<file path="config.mk">
export PLATFORM = sky130hd
export DESIGN_NAME = long_to_short_filename_top
export DESIGN_NICKNAME = d
export VERILOG_FILES = /design/src/design/lfsn_pkg.sv /design/src/design/lfsn_front.sv /design/src/design/lfsn_jobq.sv /design/src/design/lfsn_back.sv /design/src/design/long_to_short_filename_top.sv
export VERILOG_INCLUDE_DIRS = /design/src /design/src/design
export SDC_FILE = /design/constraint.sdc
export NUM_CORES = 1
export LEC_CHECK = 0
export ABC_AREA = 1
export BUFFER_PORTS_ARGS = -buffer_cell sky130_fd_sc_hd__buf_2
export CORE_MARGIN = 5
export CORE_UTILIZATION = 50
export CTS_CLUSTER_SIZE = 14
export DETAILED_ROUTE_END_ITERATION = 6
export PLACE_DENSITY_LB_ADDON = 0.12
export SKIP_LAST_GASP = 1
export SLEW_MARGIN = 10
export SYNTH_ARGS = -nofsm -noshare
export SYNTH_HDL_FRONTEND = slang
export SYNTH_SLANG_ARGS = --single-unit
export TNS_END_PERCENT = 1
</file>
<file path="constraint.sdc">
create_clock -name clk -period 8.7 [get_ports clk]
set_input_delay 1.74 -clock clk [delete_from_list [all_inputs] [get_ports clk]]
set_output_delay 1.74 -clock clk [all_outputs]
set_load 0.05 [all_outputs]
</file>
<file path="src/design/long_to_short_filename_top_defines.svh">
// Assertion macros shared by the short-name generator RTL.
// Included by the modules that carry concurrent assertions; no other dependencies.
`ifndef LONG_TO_SHORT_FILENAME_TOP_DEFINES_SVH
`define LONG_TO_SHORT_FILENAME_TOP_DEFINES_SVH

// Checks that the consequent holds in the same cycle as the antecedent.
`define LFSN_ASSERT_NOW(lbl, ck, rn, ante, cons, msg) \
	lbl: assert property (@(posedge ck) disable iff (!rn) (ante) |-> (cons)) else $error(msg);

// Checks that the consequent holds in the cycle after the antecedent.
`define LFSN_ASSERT_NEXT(lbl, ck, rn, ante, cons, msg) \
	lbl: assert property (@(posedge ck) disable iff (!rn) (ante) |=> (cons)) else $error(msg);

`endif

</file>
<file path="src/design/lfsn_pkg.sv">
// Package for the short-name generator: character constants, the job record
// passed from the front end to the back end, and the case-folding function.
`default_nettype none

package lfsn_pkg;

	localparam int BASE_LEN   = 8;
	localparam int EXT_LEN    = 3;
	localparam int NAME_LEN   = BASE_LEN + EXT_LEN;
	localparam int JOBQ_DEPTH = 2;

	localparam logic [7:0] CHAR_SPACE = 8'h20;
	localparam logic [7:0] CHAR_DOT   = 8'h2E;
	localparam logic [7:0] CHAR_TILDE = 8'h7E;
	localparam logic [7:0] CHAR_ZERO  = 8'h30;
	localparam logic [7:0] CHAR_LC_A  = 8'h61;
	localparam logic [7:0] CHAR_LC_Z  = 8'h7A;
	localparam logic [7:0] CASE_DIFF  = 8'd32;

	// Tails from 1 up to one below this limit are applied.
	localparam logic [15:0] TAIL_LIMIT = 16'd9999;

	// Division by ten as a multiply by 2^19/10 rounded up, exact below 43699.
	localparam logic [15:0] RECIP_TEN   = 16'd52429;
	localparam int          RECIP_SHIFT = 19;

	// One finished name as collected by the front end.
	typedef struct packed {
		logic [NAME_LEN-1:0][7:0] bytes;
		logic                     lead_dot;
		logic                     tail_ok;
		logic [13:0]              tail;
	} job_t;

	// Lower-case a..z becomes upper case; everything else passes unchanged.
	function automatic logic [7:0] to_upper(input logic [7:0] c);
		logic [7:0] r;
		r = c;
		if (c inside {[CHAR_LC_A:CHAR_LC_Z]}) begin
			r = c - CASE_DIFF;
		end
		return r;
	endfunction

endpackage

`default_nettype wire

</file>
<file path="src/design/lfsn_front.sv">
// Front end: takes one long-name character per cycle while in_take is high
// and collects base and extension bytes. Depends on lfsn_pkg; feeds lfsn_jobq.
`default_nettype none

module lfsn_front (
	input  wire logic          clk,
	input  wire logic          arst_n,
	input  wire logic          in_take,
	input  wire logic [7:0]    name_char,
	input  wire logic          name_last,
	input  wire logic [15:0]   tail_number,
	output logic               job_push,
	output lfsn_pkg::job_t     job_data
);
	import lfsn_pkg::*;

	logic [BASE_LEN-1:0][7:0] base_q, base_n;
	logic [EXT_LEN-1:0][7:0]  ext_q, ext_n;
	logic [3:0]               bcnt_q, bcnt_n;
	logic [1:0]               ecnt_q, ecnt_n;
	logic                     dot_q, dot_n;
	logic                     first_q;
	logic                     lead_q, lead_n;
	logic [7:0]               up_char;

	// Next collection state with the current character folded in.
	always_comb begin
		up_char = to_upper(name_char);
		base_n  = base_q;
		ext_n   = ext_q;
		bcnt_n  = bcnt_q;
		ecnt_n  = ecnt_q;
		dot_n   = dot_q;
		lead_n  = lead_q || (first_q && (name_char == CHAR_DOT));
		if (!dot_q) begin
			if (name_char == CHAR_DOT) begin
				dot_n = 1'b1;
			end else if ((name_char != CHAR_SPACE) && !bcnt_q[3]) begin
				base_n[bcnt_q[2:0]] = up_char;
				bcnt_n              = bcnt_q + 4'd1;
			end
		end else if (ecnt_q != 2'(EXT_LEN)) begin
			ext_n[ecnt_q] = up_char;
			ecnt_n        = ecnt_q + 2'd1;
		end
	end

	// The final character hands the whole name on as one job.
	always_comb begin
		job_push          = in_take && name_last;
		job_data.bytes    = {ext_n, base_n};
		job_data.lead_dot = lead_n;
		job_data.tail_ok  = (tail_number != 16'd0) && (tail_number < TAIL_LIMIT);
		job_data.tail     = tail_number[13:0];
	end

	// Collection state; it returns to empty after each final character.
	always_ff @(posedge clk or negedge arst_n) begin
		if (!arst_n) begin
			base_q  <= {BASE_LEN{CHAR_SPACE}};
			ext_q   <= {EXT_LEN{CHAR_SPACE}};
			bcnt_q  <= '0;
			ecnt_q  <= '0;
			dot_q   <= 1'b0;
			first_q <= 1'b1;
			lead_q  <= 1'b0;
		end else if (in_take) begin
			if (name_last) begin
				base_q  <= {BASE_LEN{CHAR_SPACE}};
				ext_q   <= {EXT_LEN{CHAR_SPACE}};
				bcnt_q  <= '0;
				ecnt_q  <= '0;
				dot_q   <= 1'b0;
				first_q <= 1'b1;
				lead_q  <= 1'b0;
			end else begin
				base_q  <= base_n;
				ext_q   <= ext_n;
				bcnt_q  <= bcnt_n;
				ecnt_q  <= ecnt_n;
				dot_q   <= dot_n;
				first_q <= 1'b0;
				lead_q  <= lead_n;
			end
		end
	end

endmodule

`default_nettype wire

</file>
<file path="src/design/lfsn_jobq.sv">
// Two-entry queue of finished names between the front end and the back end.
// Depends on lfsn_pkg for the job record and depth.
`default_nettype none

`include "long_to_short_filename_top_defines.svh"

module lfsn_jobq (
	input  wire logic          clk,
	input  wire logic          arst_n,
	input  wire logic          push,
	input  lfsn_pkg::job_t     push_data,
	output logic               full,
	input  wire logic          pop,
	output logic               job_valid,
	output lfsn_pkg::job_t     job_data
);
	import lfsn_pkg::*;

	job_t       mem_q [JOBQ_DEPTH];
	logic       wr_ptr_q;
	logic       rd_ptr_q;
	logic [1:0] count_q;
	logic       do_push;
	logic       do_pop;

	assign full      = (count_q == 2'(JOBQ_DEPTH));
	assign job_valid = (count_q != 2'd0);
	assign job_data  = mem_q[rd_ptr_q];
	assign do_push   = push && !full;
	assign do_pop    = pop && job_valid;

	// Entry storage; no reset needed on the payload.
	always_ff @(posedge clk) begin
		if (do_push) begin
			mem_q[wr_ptr_q] <= push_data;
		end
	end

	// Pointers and fill count.
	always_ff @(posedge clk or negedge arst_n) begin
		if (!arst_n) begin
			wr_ptr_q <= 1'b0;
			rd_ptr_q <= 1'b0;
			count_q  <= '0;
		end else begin
			if (do_push) begin
				wr_ptr_q <= !wr_ptr_q;
			end
			if (do_pop) begin
				rd_ptr_q <= !rd_ptr_q;
			end
			if (do_push && !do_pop) begin
				count_q <= count_q + 2'd1;
			end else if (do_pop && !do_push) begin
				count_q <= count_q - 2'd1;
			end
		end
	end

	`LFSN_ASSERT_NOW(a_jobq_count, clk, arst_n, 1'b1, count_q <= 2'(JOBQ_DEPTH), "job queue count exceeds its depth")

endmodule

`default_nettype wire

</file>
<file path="src/design/lfsn_back.sv">
// Back end: writes a valid numeric tail in decimal, one digit per cycle, then
// sends the 11 short-name words, or one word for a leading dot, out through a
// registered output stage. Depends on lfsn_pkg; takes jobs from lfsn_jobq.
`default_nettype none

`include "long_to_short_filename_top_defines.svh"

module lfsn_back (
	input  wire logic          clk,
	input  wire logic          arst_n,
	input  wire logic          job_valid,
	input  lfsn_pkg::job_t     job_data,
	output logic               job_pop,
	output logic [7:0]         short_char,
	output logic               short_last,
	output logic               status,
	output logic               empty,
	input  wire logic          pop
);
	import lfsn_pkg::*;

	typedef enum logic [1:0] {ST_IDLE, ST_CONV, ST_EMIT} state_t;

	state_t                   state_q;
	logic [NAME_LEN-1:0][7:0] name_q;
	logic                     lead_q;
	logic                     tail_ok_q;
	logic [2:0]               ndig_q;
	logic [3:0]               dig_q [4];
	logic [13:0]              val_q;
	logic [1:0]               step_q;
	logic [3:0]               idx_q;
	logic                     out_valid_q;
	logic [7:0]               out_char_q;
	logic                     out_last_q;
	logic                     out_status_q;

	logic [29:0] prod;
	logic [10:0] quo;
	logic [13:0] rem;
	logic [3:0]  tilde_pos;
	logic [3:0]  rel;
	logic [7:0]  emit_byte;
	logic        emit_last;
	logic        can_load;
	logic [2:0]  ndig_new;

	assign job_pop    = (state_q == ST_IDLE) && job_valid;
	assign can_load   = !out_valid_q || pop;
	assign empty      = !out_valid_q;
	assign short_char = out_char_q;
	assign short_last = out_last_q;
	assign status     = out_status_q;

	// Digit count of the tail, taken when a job is loaded.
	always_comb begin
		if (job_data.tail < 14'd10) begin
			ndig_new = 3'd1;
		end else if (job_data.tail < 14'd100) begin
			ndig_new = 3'd2;
		end else if (job_data.tail < 14'd1000) begin
			ndig_new = 3'd3;
		end else begin
			ndig_new = 3'd4;
		end
	end

	// One decimal digit per cycle: quotient by reciprocal, remainder by subtract.
	always_comb begin
		prod = 30'(val_q) * 30'(RECIP_TEN);
		quo  = prod[29:RECIP_SHIFT];
		rem  = val_q - (14'(quo) * 14'd10);
	end

	// Selects the word at the current index, with the tail laid over the base.
	always_comb begin
		tilde_pos = 4'd7 - {1'b0, ndig_q};
		rel       = 4'd7 - idx_q;
		emit_byte = name_q[idx_q];
		if (tail_ok_q && (idx_q < 4'(BASE_LEN))) begin
			if (idx_q == tilde_pos) begin
				emit_byte = CHAR_TILDE;
			end else if (idx_q > tilde_pos) begin
				emit_byte = CHAR_ZERO + {4'b0000, dig_q[rel[1:0]]};
			end
		end
		if (lead_q) begin
			emit_byte = 8'h00;
		end
		emit_last = lead_q || (idx_q == 4'(NAME_LEN - 1));
	end

	// Sequencer with its working registers and the output stage.
	always_ff @(posedge clk or negedge arst_n) begin
		if (!arst_n) begin
			state_q     <= ST_IDLE;
			out_valid_q <= 1'b0;
			step_q      <= '0;
			idx_q       <= '0;
		end else begin
			// The output word is replaced by a new one or emptied by a pop.
			if ((state_q == ST_EMIT) && can_load) begin
				out_valid_q <= 1'b1;
			end else if (pop) begin
				out_valid_q <= 1'b0;
			end
			case (state_q)
				ST_IDLE: begin
					if (job_valid) begin
						name_q    <= job_data.bytes;
						lead_q    <= job_data.lead_dot;
						tail_ok_q <= job_data.tail_ok;
						val_q     <= job_data.tail;
						ndig_q    <= ndig_new;
						step_q    <= '0;
						idx_q     <= '0;
						if (job_data.tail_ok && !job_data.lead_dot) begin
							state_q <= ST_CONV;
						end else begin
							state_q <= ST_EMIT;
						end
					end
				end
				ST_CONV: begin
					dig_q[step_q] <= rem[3:0];
					val_q         <= 14'(quo);
					step_q        <= step_q + 2'd1;
					if ({1'b0, step_q} == (ndig_q - 3'd1)) begin
						state_q <= ST_EMIT;
					end
				end
				ST_EMIT: begin
					if (can_load) begin
						out_char_q   <= emit_byte;
						out_last_q   <= emit_last;
						out_status_q <= lead_q;
						idx_q        <= idx_q + 4'd1;
						if (emit_last) begin
							state_q <= ST_IDLE;
						end
					end
				end
				default: begin
					state_q <= ST_IDLE;
				end
			endcase
		end
	end

	`LFSN_ASSERT_NOW(a_lead_single, clk, arst_n, out_valid_q && out_status_q, out_last_q && (out_char_q == 8'h00), "invalid-name result must be one zero word")
	`LFSN_ASSERT_NEXT(a_burst_gapless, clk, arst_n, out_valid_q && pop && !out_last_q, out_valid_q, "gap inside a short-name burst")

endmodule

`default_nettype wire

</file>
<file path="src/design/long_to_short_filename_top.sv">
// 8.3 short-name generator. The input side takes one long-name character per
// cycle (push while full is low). Finished names wait in a two-entry queue in
// front of the back end; full is high while both entries hold names that the
// busy back end has not yet taken, and then no character is accepted at all.
// Each name comes out as 11 words (base bytes, then extension bytes), or as one
// status word for a name that starts with a dot. Without output stalls the back
// end loads a name, writes one tail digit per cycle (up to four) and then sends
// one output word per cycle; for short names this back-end work, not the input
// port, sets the sustained rate. Depends on lfsn_pkg and the sub-blocks.
`default_nettype none

module long_to_short_filename_top (
	input  wire logic        clk,
	input  wire logic        arst_n,
	input  wire logic        push,
	output logic             full,
	input  wire logic [7:0]  name_char,
	input  wire logic        name_last,
	input  wire logic [15:0] tail_number,
	output logic             empty,
	input  wire logic        pop,
	output logic [7:0]       short_char,
	output logic             short_last,
	output logic             status
);
	import lfsn_pkg::*;

	logic in_take;
	logic job_push;
	job_t job_in;
	logic job_valid;
	job_t job_out;
	logic job_pop;

	assign in_take = push && !full;

	// Character collection.
	lfsn_front u_front (
		.clk         (clk),
		.arst_n      (arst_n),
		.in_take     (in_take),
		.name_char   (name_char),
		.name_last   (name_last),
		.tail_number (tail_number),
		.job_push    (job_push),
		.job_data    (job_in)
	);

	// Finished names waiting for the back end.
	lfsn_jobq u_jobq (
		.clk       (clk),
		.arst_n    (arst_n),
		.push      (job_push),
		.push_data (job_in),
		.full      (full),
		.pop       (job_pop),
		.job_valid (job_valid),
		.job_data  (job_out)
	);

	// Tail conversion and word output.
	lfsn_back u_back (
		.clk        (clk),
		.arst_n     (arst_n),
		.job_valid  (job_valid),
		.job_data   (job_out),
		.job_pop    (job_pop),
		.short_char (short_char),
		.short_last (short_last),
		.status     (status),
		.empty      (empty),
		.pop        (pop)
	);

endmodule

`default_nettype wire
</file>
==> results.py, run 1 <==
metrics = {
    "die": {
        "die_y_um": 224,
        "fp-row-count": 78,
        "design.die.area_um2": 50200,
        "ios": 41,
        "coreArea_um2": 45400,
        "initial_utilization": 0.505,
        "die_x_um": 224,
    },
    "cells_and_area": {
        "drive_above_1_share": 0.0769,
        "fillers": 3936,
        "final_common_cell": "nand2_1",
        "layout.nets": 2508,
        "final_core_util": 0.558,
        "area_growth_pct": 10.5,
        "antennaDiodeCount": 0,
        "final_cell_mix": "nand2_1, edfxtp_1, inv_1, o21ai_0, ha_1",
    },
    "clock_network": {
        "numCtsBuffers": 48,
        "clk_pin_slew_ns": 0.06,
        "root_buffer": "clkbuf_16",
        "ctsHtreeMaxLevel": 2,
        "cts_setup_buffers": 0,
        "cts.sinks": 451,
        "cts_resized": 0,
        "clk_latency_ns": 0.58,
        "clock_path_buffers": 3,
        "tritoncts": "done",
        "ctsHoldBuffers": 0,
    },
    "setup_path": {
        "cp-start-kind": "register",
        "critPathKind": "register to register",
        "cp_max_fo": 5,
        "arrival_ns": 6.32,
        "required_ns": 9.01,
        "crit_slowest_cell": "fa_1",
        "reg2reg_setup_slack_ns": 2.69,
        "r2r_cells": 25,
        "cp-end-kind": "register",
        "crit_path_max_incr_delay_ns": 0.58,
    },
    "sta": {
        "fin_crit_ns": 6.01,
        "fmax_mhz": 166,
        "hold_viol_final": 0,
        "drv_slew": 0,
        "worst_pin_slew_ns": 1.20,
        "post-route-period-util": 0.691,
        "setup_viol": 0,
        "fin_skew_ns": 0.0137,
        "rsz0062_at_grt": "no",
        "relSlewSlack": 0.200,
        "setup_tns_ns": 0,
    },
    "global_routing": {
        "overflow": 0,
        "grt_use_total": 0.232,
        "grt_pass1_vias": 15900,
        "antenna_found_initial": 2,
        "grt_pass1_wl_um": 90500,
        "grt_max_degree": 84,
    },
    "synth": {
        "syn_nets": 2474,
        "synthCells": 2269,
        "ys_async_sr_fraction": 0.244,
        "synth_area_um2": 22900,
        "yosysSeqAreaShare": 0.568,
        "synthFlopType": "edfxtp_1",
        "ys_ff_latch": 451,
        "synth_edf_count": 341,
        "synth_cell_types": 53,
        "syn_avg_cell_area_um2": 10.1,
        "yosysWarningCount": 0,
    },
    "route": {
        "drtAntennaViolNets": 0,
        "vias": 16000,
        "post-route-drc-count": 0,
        "drtIter0Drc": 1085,
        "wl_um": 58000,
        "avgRoutedWirePerCell_um": 19.7,
        "viasPerCell": 5.43,
        "firstDrtPassIters": 5,
    },
    "outcome": {
        "status": "finished, final reports clean",
    },
    "placement": {
        "dpl.hpwl_um": 38100,
        "io_buffer_count": 40,
        "gp_congestion": 0.914,
    },
    "run": {
        "max_cap_viol_count": 0,
    },
    "min_path": {
        "holdPathStages": 2,
        "hp-class": "register to register",
    },
}
==> critical path, delay by kind of cell (launching register included) <==
kind                       cells  cell delay (ns)
xor gates and xnor gates       1             0.18
adders and majority gates      9             3.87
buffers and inverters          6             0.31
DFF                            1             0.50
and+or+nand+nor                9             0.87
==> cell usage after synthesis (all sizes together) (2+ instances only) <==
cell type | instances | area (um2)
nand3 | 58 | 290
o211ai | 12 | 90.1
nor3 | 12 | 65.1
xnor2 | 5 | 43.8
ha | 123 | 1540
dfstp | 12 | 315
o22ai | 7 | 43.8
inv | 244 | 916
o21bai | 14 | 105
fa | 53 | 1060
a21oi | 40 | 204
o21a | 2 | 15.0
clkinv | 2 | 20.0
nand4 | 20 | 245
nand3b | 2 | 15.0
dfrtp | 98 | 2450
o31ai | 4 | 30.0
and2 | 3 | 18.8
nor2 | 127 | 546
edfxtp | 341 | 10200
nand2 | 791 | 2980
clkbuf | 42 | 161
a221oi | 4 | 35.0
a22o | 15 | 131
a31oi | 6 | 37.5
o21ai | 163 | 823
xor2 | 9 | 78.8
buf | 33 | 185
mux2i | 5 | 50.1
a22oi | 9 | 67.6
o2111ai | 2 | 17.5
or2 | 6 | 37.5
==> final cells by class <==
type | count | area (um2) | share of cell area
Inverter | 246 | 936 | 0.0370
Tap cell | 600 | 751 | 0.0297
Clock buffer | 71 | 1380 | 0.0545
Multi-Input combinational cell | 1497 | 8660 | 0.342
Clock inverter | 17 | 223 | 0.00880
Sequential cell | 451 | 13000 | 0.514
Timing Repair Buffer | 59 | 345 | 0.0136
==> worst paths after layout <==
kind                                       to          startpoint
min in group asynchronous   u_front.ext_q[20]              arst_n
max                        u_back.dig_q[3][3]     u_back.val_q[8]
min                        u_front.base_q[28]  u_front.base_q[28]
min reg2reg                u_front.base_q[28]  u_front.base_q[28]
max reg2reg                u_back.dig_q[3][3]     u_back.val_q[8]
max in group asynchronous  u_front.base_q[55]              arst_n
==> metrics by stage <==
step / std cells / instance area, um2 / hold slack [ns] / setup WS (ns)
after floorplan: 2269 / 22900 / 0.443 / 1.60
after global placement: 2853 / 23700 / 0.455 / 2.80
after detailed placement: 2853 / 23700 / 0.459 / 2.74
after CTS: 2941 / 25300 / 0.475 / 2.70
after global routing: 2941 / 25300 / 0.497 / 2.36
final: 2941 / 25300 / 0.470 / 2.69
==> layer usage <==
layer | GRT usage | up-vias | routed length, um | part of all wire
met3 | 0.0508 | 128 | 3860 | 0.067
met5 | 0 | - | 13 | 0.00022
met2 | 0.371 | 490 | 26800 | 0.46
met1 | 0.318 | 7764 | 25300 | 0.44
met4 | 0.0769 | 2 | 1980 | 0.034
li1 | - | 7579 | - | -
==> cells by family after synthesis <==
logic type | synth area share
compound gates | 0.0714
mux | 0.00219
flops | 0.568
fa+ha+maj | 0.114
xor+xnor | 0.00535
simple gates | 0.184
buf+inv | 0.0560
==> flip-flops by register name (all words and copies together) (netlist names), 3 cells and up <==
register,count
u_back.name_q,88
u_back.dig_q,16
u_front.base_q,64
u_back.ndig_q,3
u_back.idx_q,4
u_back.short_char,8
u_front.ext_q,24
u_front.bcnt_q,4
u_jobq.mem_q,208
u_back.val_q,14
Power of run 1 is left out: the tool's default activity adds up to more than one toggle a clock period on the data nets, which glitch-free logic cannot reach.
==> run 2, diff against run 1 <==
Clock period 8.7 ns to 5.2 ns, I/O delays scaled along.
==> run 2 against run 1 <==
The run now ends with negative setup slack left. Hold slack better by 0.0044 ns. First-iteration DRC count is 5.3% higher. Register-to-register slack worse by 3.0 ns. Setup slack got worse by 3.0 ns. Die area did not move. Clock-buffer cell count did not move. Wire length up 0.20%. Via count is 1.2% higher. Core utilization rose by 2.1 points. Critical path depth shrank 1. Clock skew increased by 0.014 ns. Sequential cell count unchanged.
==> results.py, run 2 (synthesis results as in run 1) <==
metrics = {
    "clock_network": {
        "clk_pin_slew_ns": 0.07,
        "clock_path_buffers": 3,
        "ctsHtreeMaxLevel": 2,
        "clk_latency_ns": 0.60,
        "tritoncts": "done",
        "ctsHoldBuffers": 0,
        "root_buffer": "clkbuf_16",
        "cts.sinks": 451,
        "numCtsBuffers": 47,
    },
    "setup_path": {
        "r2r_cells": 24,
        "crit_family": "adder cells",
        "cp-end-kind": "register",
        "crit_slowest_cell": "fa_1",
        "cp_max_fo": 4,
        "arrival_ns": 5.80,
        "rr_endpoint": "u_back.dig_q[3][3]",
        "cp.depth": 24,
        "reg2reg_from": "u_back.val_q[9]",
        "reg2reg_setup_slack_ns": -0.27,
        "required_ns": 5.53,
        "cp_num_buf_inv": 6,
        "cp-start-kind": "register",
        "cp_cell_sequence": "ha_4, inv_1, fa_1, fa_1, fa_1, inv_1, fa_1, inv_1, fa_1, inv_2, ha_4, nand2_1, inv_1, nand2_2, nor2_1, nor2_2, nand3_1, nand2_2, ha_2, fa_2, xor2_2, inv_1, nand3_2, nand2_2",
        "crit_path_max_incr_delay_ns": 0.56,
        "critPathKind": "register to register",
    },
    "global_routing": {
        "grt_max_degree": 82,
        "overflow": 0,
        "met2_usage": 0.372,
        "grt_pass1_wl_um": 90900,
        "use_met1": 0.331,
        "grt-busiest-layer": "met2",
        "grt_use_total": 0.233,
        "use_met3": 0.0375,
        "grt_pass1_vias": 15900,
        "antenna_found_initial": 1,
    },
    "run": {
        "max_cap_viol_count": 0,
    },
    "placement": {
        "dpl.hpwl_um": 38900,
        "io_buffer_count": 40,
        "pre_cts_ws_ns": -0.592,
        "gp_congestion": 0.887,
    },
    "cells_and_area": {
        "largest_register_ffs": 208,
        "drive_above_1_share": 0.128,
        "layout.nets": 2605,
        "final_cell_mix": "nand2_1, edfxtp_1, inv_1, o21ai_0, buf_4",
        "final_common_cell": "nand2_1",
        "area_growth_pct": 14.7,
        "regMostFlops": "u_jobq.mem_q",
        "reg_top3": "u_jobq.mem_q x208, u_back.name_q x88, u_front.base_q x64",
    },
    "route": {
        "viasPerCell": 5.32,
        "vias": 16200,
        "post-route-drc-count": 0,
        "drtAntennaViolNets": 0,
        "firstDrtPassIters": 5,
        "wl_um": 58100,
        "avgRoutedWirePerCell_um": 19.1,
        "drtIter0Drc": 1143,
    },
    "sta": {
        "relSlewSlack": 0.261,
        "drv_slew": 0,
        "post-route-period-util": 1.05,
        "worst_slack_ns": -0.273,
        "fin_skew_ns": 0.0281,
        "setup_viol": 11,
        "rsz0062_at_grt": "yes",
        "hold_viol_final": 0,
        "fmax_mhz": 183,
        "fin_crit_ns": 5.47,
        "worst_pin_slew_ns": 1.10,
    },
    "die": {
        "die_x_um": 224,
        "coreArea_um2": 45400,
        "initial_utilization": 0.505,
        "fp-row-count": 78,
        "die_y_um": 224,
        "design.die.area_um2": 50200,
        "ios": 41,
    },
    "min_path": {
        "holdPathStages": 2,
        "hold_end": "u_front.base_q[52]",
        "min_from": "u_front.base_q[52]",
        "hp-class": "register to register",
    },
    "outcome": {
        "status": "finished with violations",
        "failed_checks": "negative setup slack",
    },
}
## run 2: routing by layer
layer | part of all wire | vias up
met5 | 0.00022 | -
met4 | 0.035 | 2
met3 | 0.057 | 118
met2 | 0.46 | 435
met1 | 0.44 | 7823
li1 | - | 7778
## run 2: worst max-delay path by stage
| stage | from | end | slack [ns] |
|---|---|---|---|
| after floorplan | push | u_jobq.mem_q[0][0] | -1.20 |
| after CTS | u_back.val_q[9] | u_back.dig_q[3][3] | -0.34 |
| after detailed placement | u_back.val_q[13] | u_back.dig_q[0][3] | -0.59 |
| after global placement | u_back.val_q[12] | u_back.dig_q[2][3] | -0.53 |
| final | u_back.val_q[9] | u_back.dig_q[3][3] | -0.27 |
| after global routing | u_back.val_q[9] | u_back.dig_q[3][3] | -0.59 |
## run 2: metrics by stage
step	area [um2]	setup TNS [ns]	utilization	instances	hold WS, ns
2_1_floorplan	22900	-280.72	-	2269	0.443
3_3_place_gp	24400	-3.88	0.539	2947	0.455
3_5_place_dp	24400	-4.69	0.539	2947	0.459
4_1_cts	26200	-2.56	0.578	3038	0.475
5_1_grt	26300	-6.55	0.579	3038	0.504
6_report	26300	-2.18	0.579	3039	0.474
## run 2: repair_timing
| action | in CTS | in global routing |
|---|---|---|
| endpoints found under the hold margin | 0 | 0 |
| pin swaps | 23 | 3 |
| endpoints found under the setup margin | 13 | 23 |
| setup buffers | 4 | 0 |
| resized for setup | 28 | 7 |
## run 2: worst min-delay path: cells and delay by family (launching register included)
kind	cells	cell delay (ns)
flip-flops	1	0.34
AND/OR/NAND/NOR	2	0.11
## run 2: final cells by class
type,count,area (um2)
clock inverters,16,226
multi-input cells,1497,8860
repair buffers,157,1120
inverters,246,936
well taps,600,751
fillers,3826,19100
clock buffers,71,1360
diodes,1,2.50
flip-flops and latches,451,13000
Power of run 2 is left out for the same reason.
==> run 3, diff against run 2 <==
--- a/config.mk
+++ b/config.mk
@@ -13,5 +13,5 @@
 export CTS_CLUSTER_SIZE = 14
 export DETAILED_ROUTE_END_ITERATION = 6
-export PLACE_DENSITY_LB_ADDON = 0.12
+export PLACE_DENSITY = 0.7
 export SKIP_LAST_GASP = 1
 export SLEW_MARGIN = 10
==> constraint.sdc (replaced) <==
create_clock -name clk -period 5.2 [get_ports clk]
set_input_delay 0.52 -clock clk [delete_from_list [all_inputs] [get_ports clk]]
set_output_delay 0.52 -clock clk [all_outputs]
set_load 0.05 [all_outputs]
==> run 3 against run 2 <==
Core utilization is 0.26 points higher. Wire length decreased by 2.4%. Clock-buffer cell count decreased by 10. Design area increased by 0.45%. The flow still finishes with violations (negative setup slack). Global-route usage fell by 0.69 points. Via count is 1.3% higher. Final cell count grew 0.13%. Critical path depth shrank 2. Hold slack got worse by 0.33 ns.
==> results.py, run 3 (synthesis results as in run 1) <==
metrics = {
    "outcome": {
        "status": "finished with violations",
        "failed_checks": "negative setup slack",
    },
    "min_path": {
        "holdPathStages": 1,
        "hp-class": "primary input to register",
        "hold_end": "u_jobq.mem_q[0][12]",
        "min_from": "tail_number[12]",
    },
    "cells_and_area": {
        "antennaDiodeCount": 0,
        "final_cell_mix": "nand2_1, edfxtp_1, inv_1, o21ai_0, buf_4",
        "regMostFlops": "u_jobq.mem_q",
        "reg_top3": "u_jobq.mem_q x208, u_back.name_q x88, u_front.base_q x64",
        "multi_input_area_um2": 8920,
        "layout.nets": 2610,
        "drive_above_1_share": 0.135,
        "final_common_cell": "nand2_1",
        "largest_register_ffs": 208,
        "fillers": 3745,
        "area_growth_pct": 15.2,
        "final_cells": 3043,
        "register_area_um2": 13000,
    },
    "global_routing": {
        "grt_max_degree": 80,
        "antenna_found_initial": 0,
        "overflow": 0,
        "grt_use_total": 0.226,
        "grt_pass1_wl_um": 89800,
        "grt_pass1_vias": 16400,
    },
    "setup_path": {
        "required_ns": 5.53,
        "crit_path_frequent_cell": "fa_1",
        "startpoint": "u_back.val_q[12]",
        "arrival_ns": 5.96,
        "reg2reg_setup_slack_ns": -0.43,
        "r2r_cells": 22,
        "crit_family": "adder cells",
        "crit_slowest_cell": "fa_1",
        "rr_endpoint": "u_back.dig_q[0][3]",
        "crit_path_max_incr_delay_ns": 0.56,
        "cp_max_fo": 4,
        "cp_num_buf_inv": 5,
        "cp-end-kind": "register",
        "cp_cell_sequence": "buf_6, ha_4, inv_2, fa_1, fa_1, fa_1, inv_2, fa_1, fa_1, ha_4, nand2_4, buf_12, nor3_4, nand2_2, nand3_2, nand2_2, ha_4, fa_2, xor2_2, inv_1, nand3_2, nand2_2",
        "critPathKind": "register to register",
        "cp-start-kind": "register",
        "reg2reg_from": "u_back.val_q[12]",
    },
    "sta": {
        "relSlewSlack": 0.307,
        "rsz0062_at_grt": "yes",
        "setup_viol": 15,
        "fin_crit_ns": 5.63,
        "worst_slack_ns": -0.430,
        "drv_slew": 0,
        "setup_tns_ns": -4.13,
        "hold_viol_final": 0,
        "post-route-period-util": 1.08,
        "fmax_mhz": 178,
        "worst_pin_slew_ns": 1.04,
        "fin_skew_ns": 0.0174,
    },
    "route": {
        "avgRoutedWirePerCell_um": 18.6,
        "wl_um": 56700,
        "vias": 16400,
        "drtAntennaViolNets": 0,
        "drtIter0Drc": 1333,
        "firstDrtPassIters": 7,
        "viasPerCell": 5.38,
        "post-route-drc-count": 0,
    },
    "run": {
        "max_cap_viol_count": 0,
    },
    "clock_network": {
        "root_buffer": "clkbuf_16",
        "clk_latency_ns": 0.58,
        "cts.sinks": 451,
        "numCtsBuffers": 46,
        "ctsHtreeMaxLevel": 2,
        "clock_path_buffers": 3,
        "clk_pin_slew_ns": 0.06,
        "tritoncts": "done",
    },
    "die": {
        "initial_utilization": 0.505,
        "coreArea_um2": 45400,
        "fp-row-count": 78,
        "die_y_um": 224,
        "die_x_um": 224,
        "ios": 41,
        "design.die.area_um2": 50200,
    },
    "placement": {
        "gp_congestion": 0.881,
        "dpl.cell_count": 2940,
        "io_buffer_count": 40,
        "pre_cts_ws_ns": -0.576,
        "dpl.hpwl_um": 37500,
    },
}
==> run 3: cell count changes in the layout (fill, tap and decap cells not counted), sizes merged <==
cell / previous run / this run
clkinvlp: 2 / 1
clkbuf: 71 / 61
bufinv: 4 / 7
clkinv: 12 / 15
dlygate4sd3: 0 / 1
buf: 157 / 162
inv: 244 / 248
diode: 1 / 0
==> run 3: cell type report <==
cell class	count	share of cell area
multi-input combinational	1497	0.338
inverter	246	0.0356
clock buffer	61	0.0473
tap	600	0.0285
sequential	451	0.493
clock inverter	25	0.0125
timing repair buffer	163	0.0450
==> run 3: worst max-delay path by stage <==
stage | endpoint | slack, ns | cells after the start
after floorplan | u_jobq.mem_q[0][0] | -0.68 | 4
after global placement | u_back.dig_q[2][3] | -0.54 | 24
after detailed placement | u_back.dig_q[2][3] | -0.58 | 23
after CTS | u_back.dig_q[0][3] | -0.33 | 26
after global routing | u_back.dig_q[3][3] | -0.63 | 22
final | u_back.dig_q[0][3] | -0.43 | 22
==> run 3: stage by stage <==
stage / utilization / hold slack (ns) / cell area (um2)
after detailed placement: 0.538 / 0.459 / 24400
after floorplan: - / 0.224 / 22900
final: 0.581 / 0.145 / 26400
after global placement: 0.538 / 0.454 / 24400
after global routing: 0.581 / 0.128 / 26400
after CTS: 0.578 / 0.110 / 26200
==> run 3: repair_timing <==
| action | 4_1_cts | 5_1_grt |
|---|---|---|
| endpoints found under the setup margin | 16 | 22 |
| cloned | 0 | 0 |
| pin swaps | 28 | 28 |
| hold buffers | 1 | 0 |
| setup buffers | 12 | 6 |
| resized for setup | 35 | 30 |
| endpoints found under the hold margin | 40 | 0 |
==> run 3: per-layer routing <==
| layer | share of wire | track usage |
|---|---|---|
| met5 | 0 | 0 |
| met4 | 0.028 | 0.0733 |
| met3 | 0.073 | 0.0392 |
| met2 | 0.48 | 0.372 |
| met1 | 0.42 | 0.309 |
Power of run 3 is left out for the same reason.
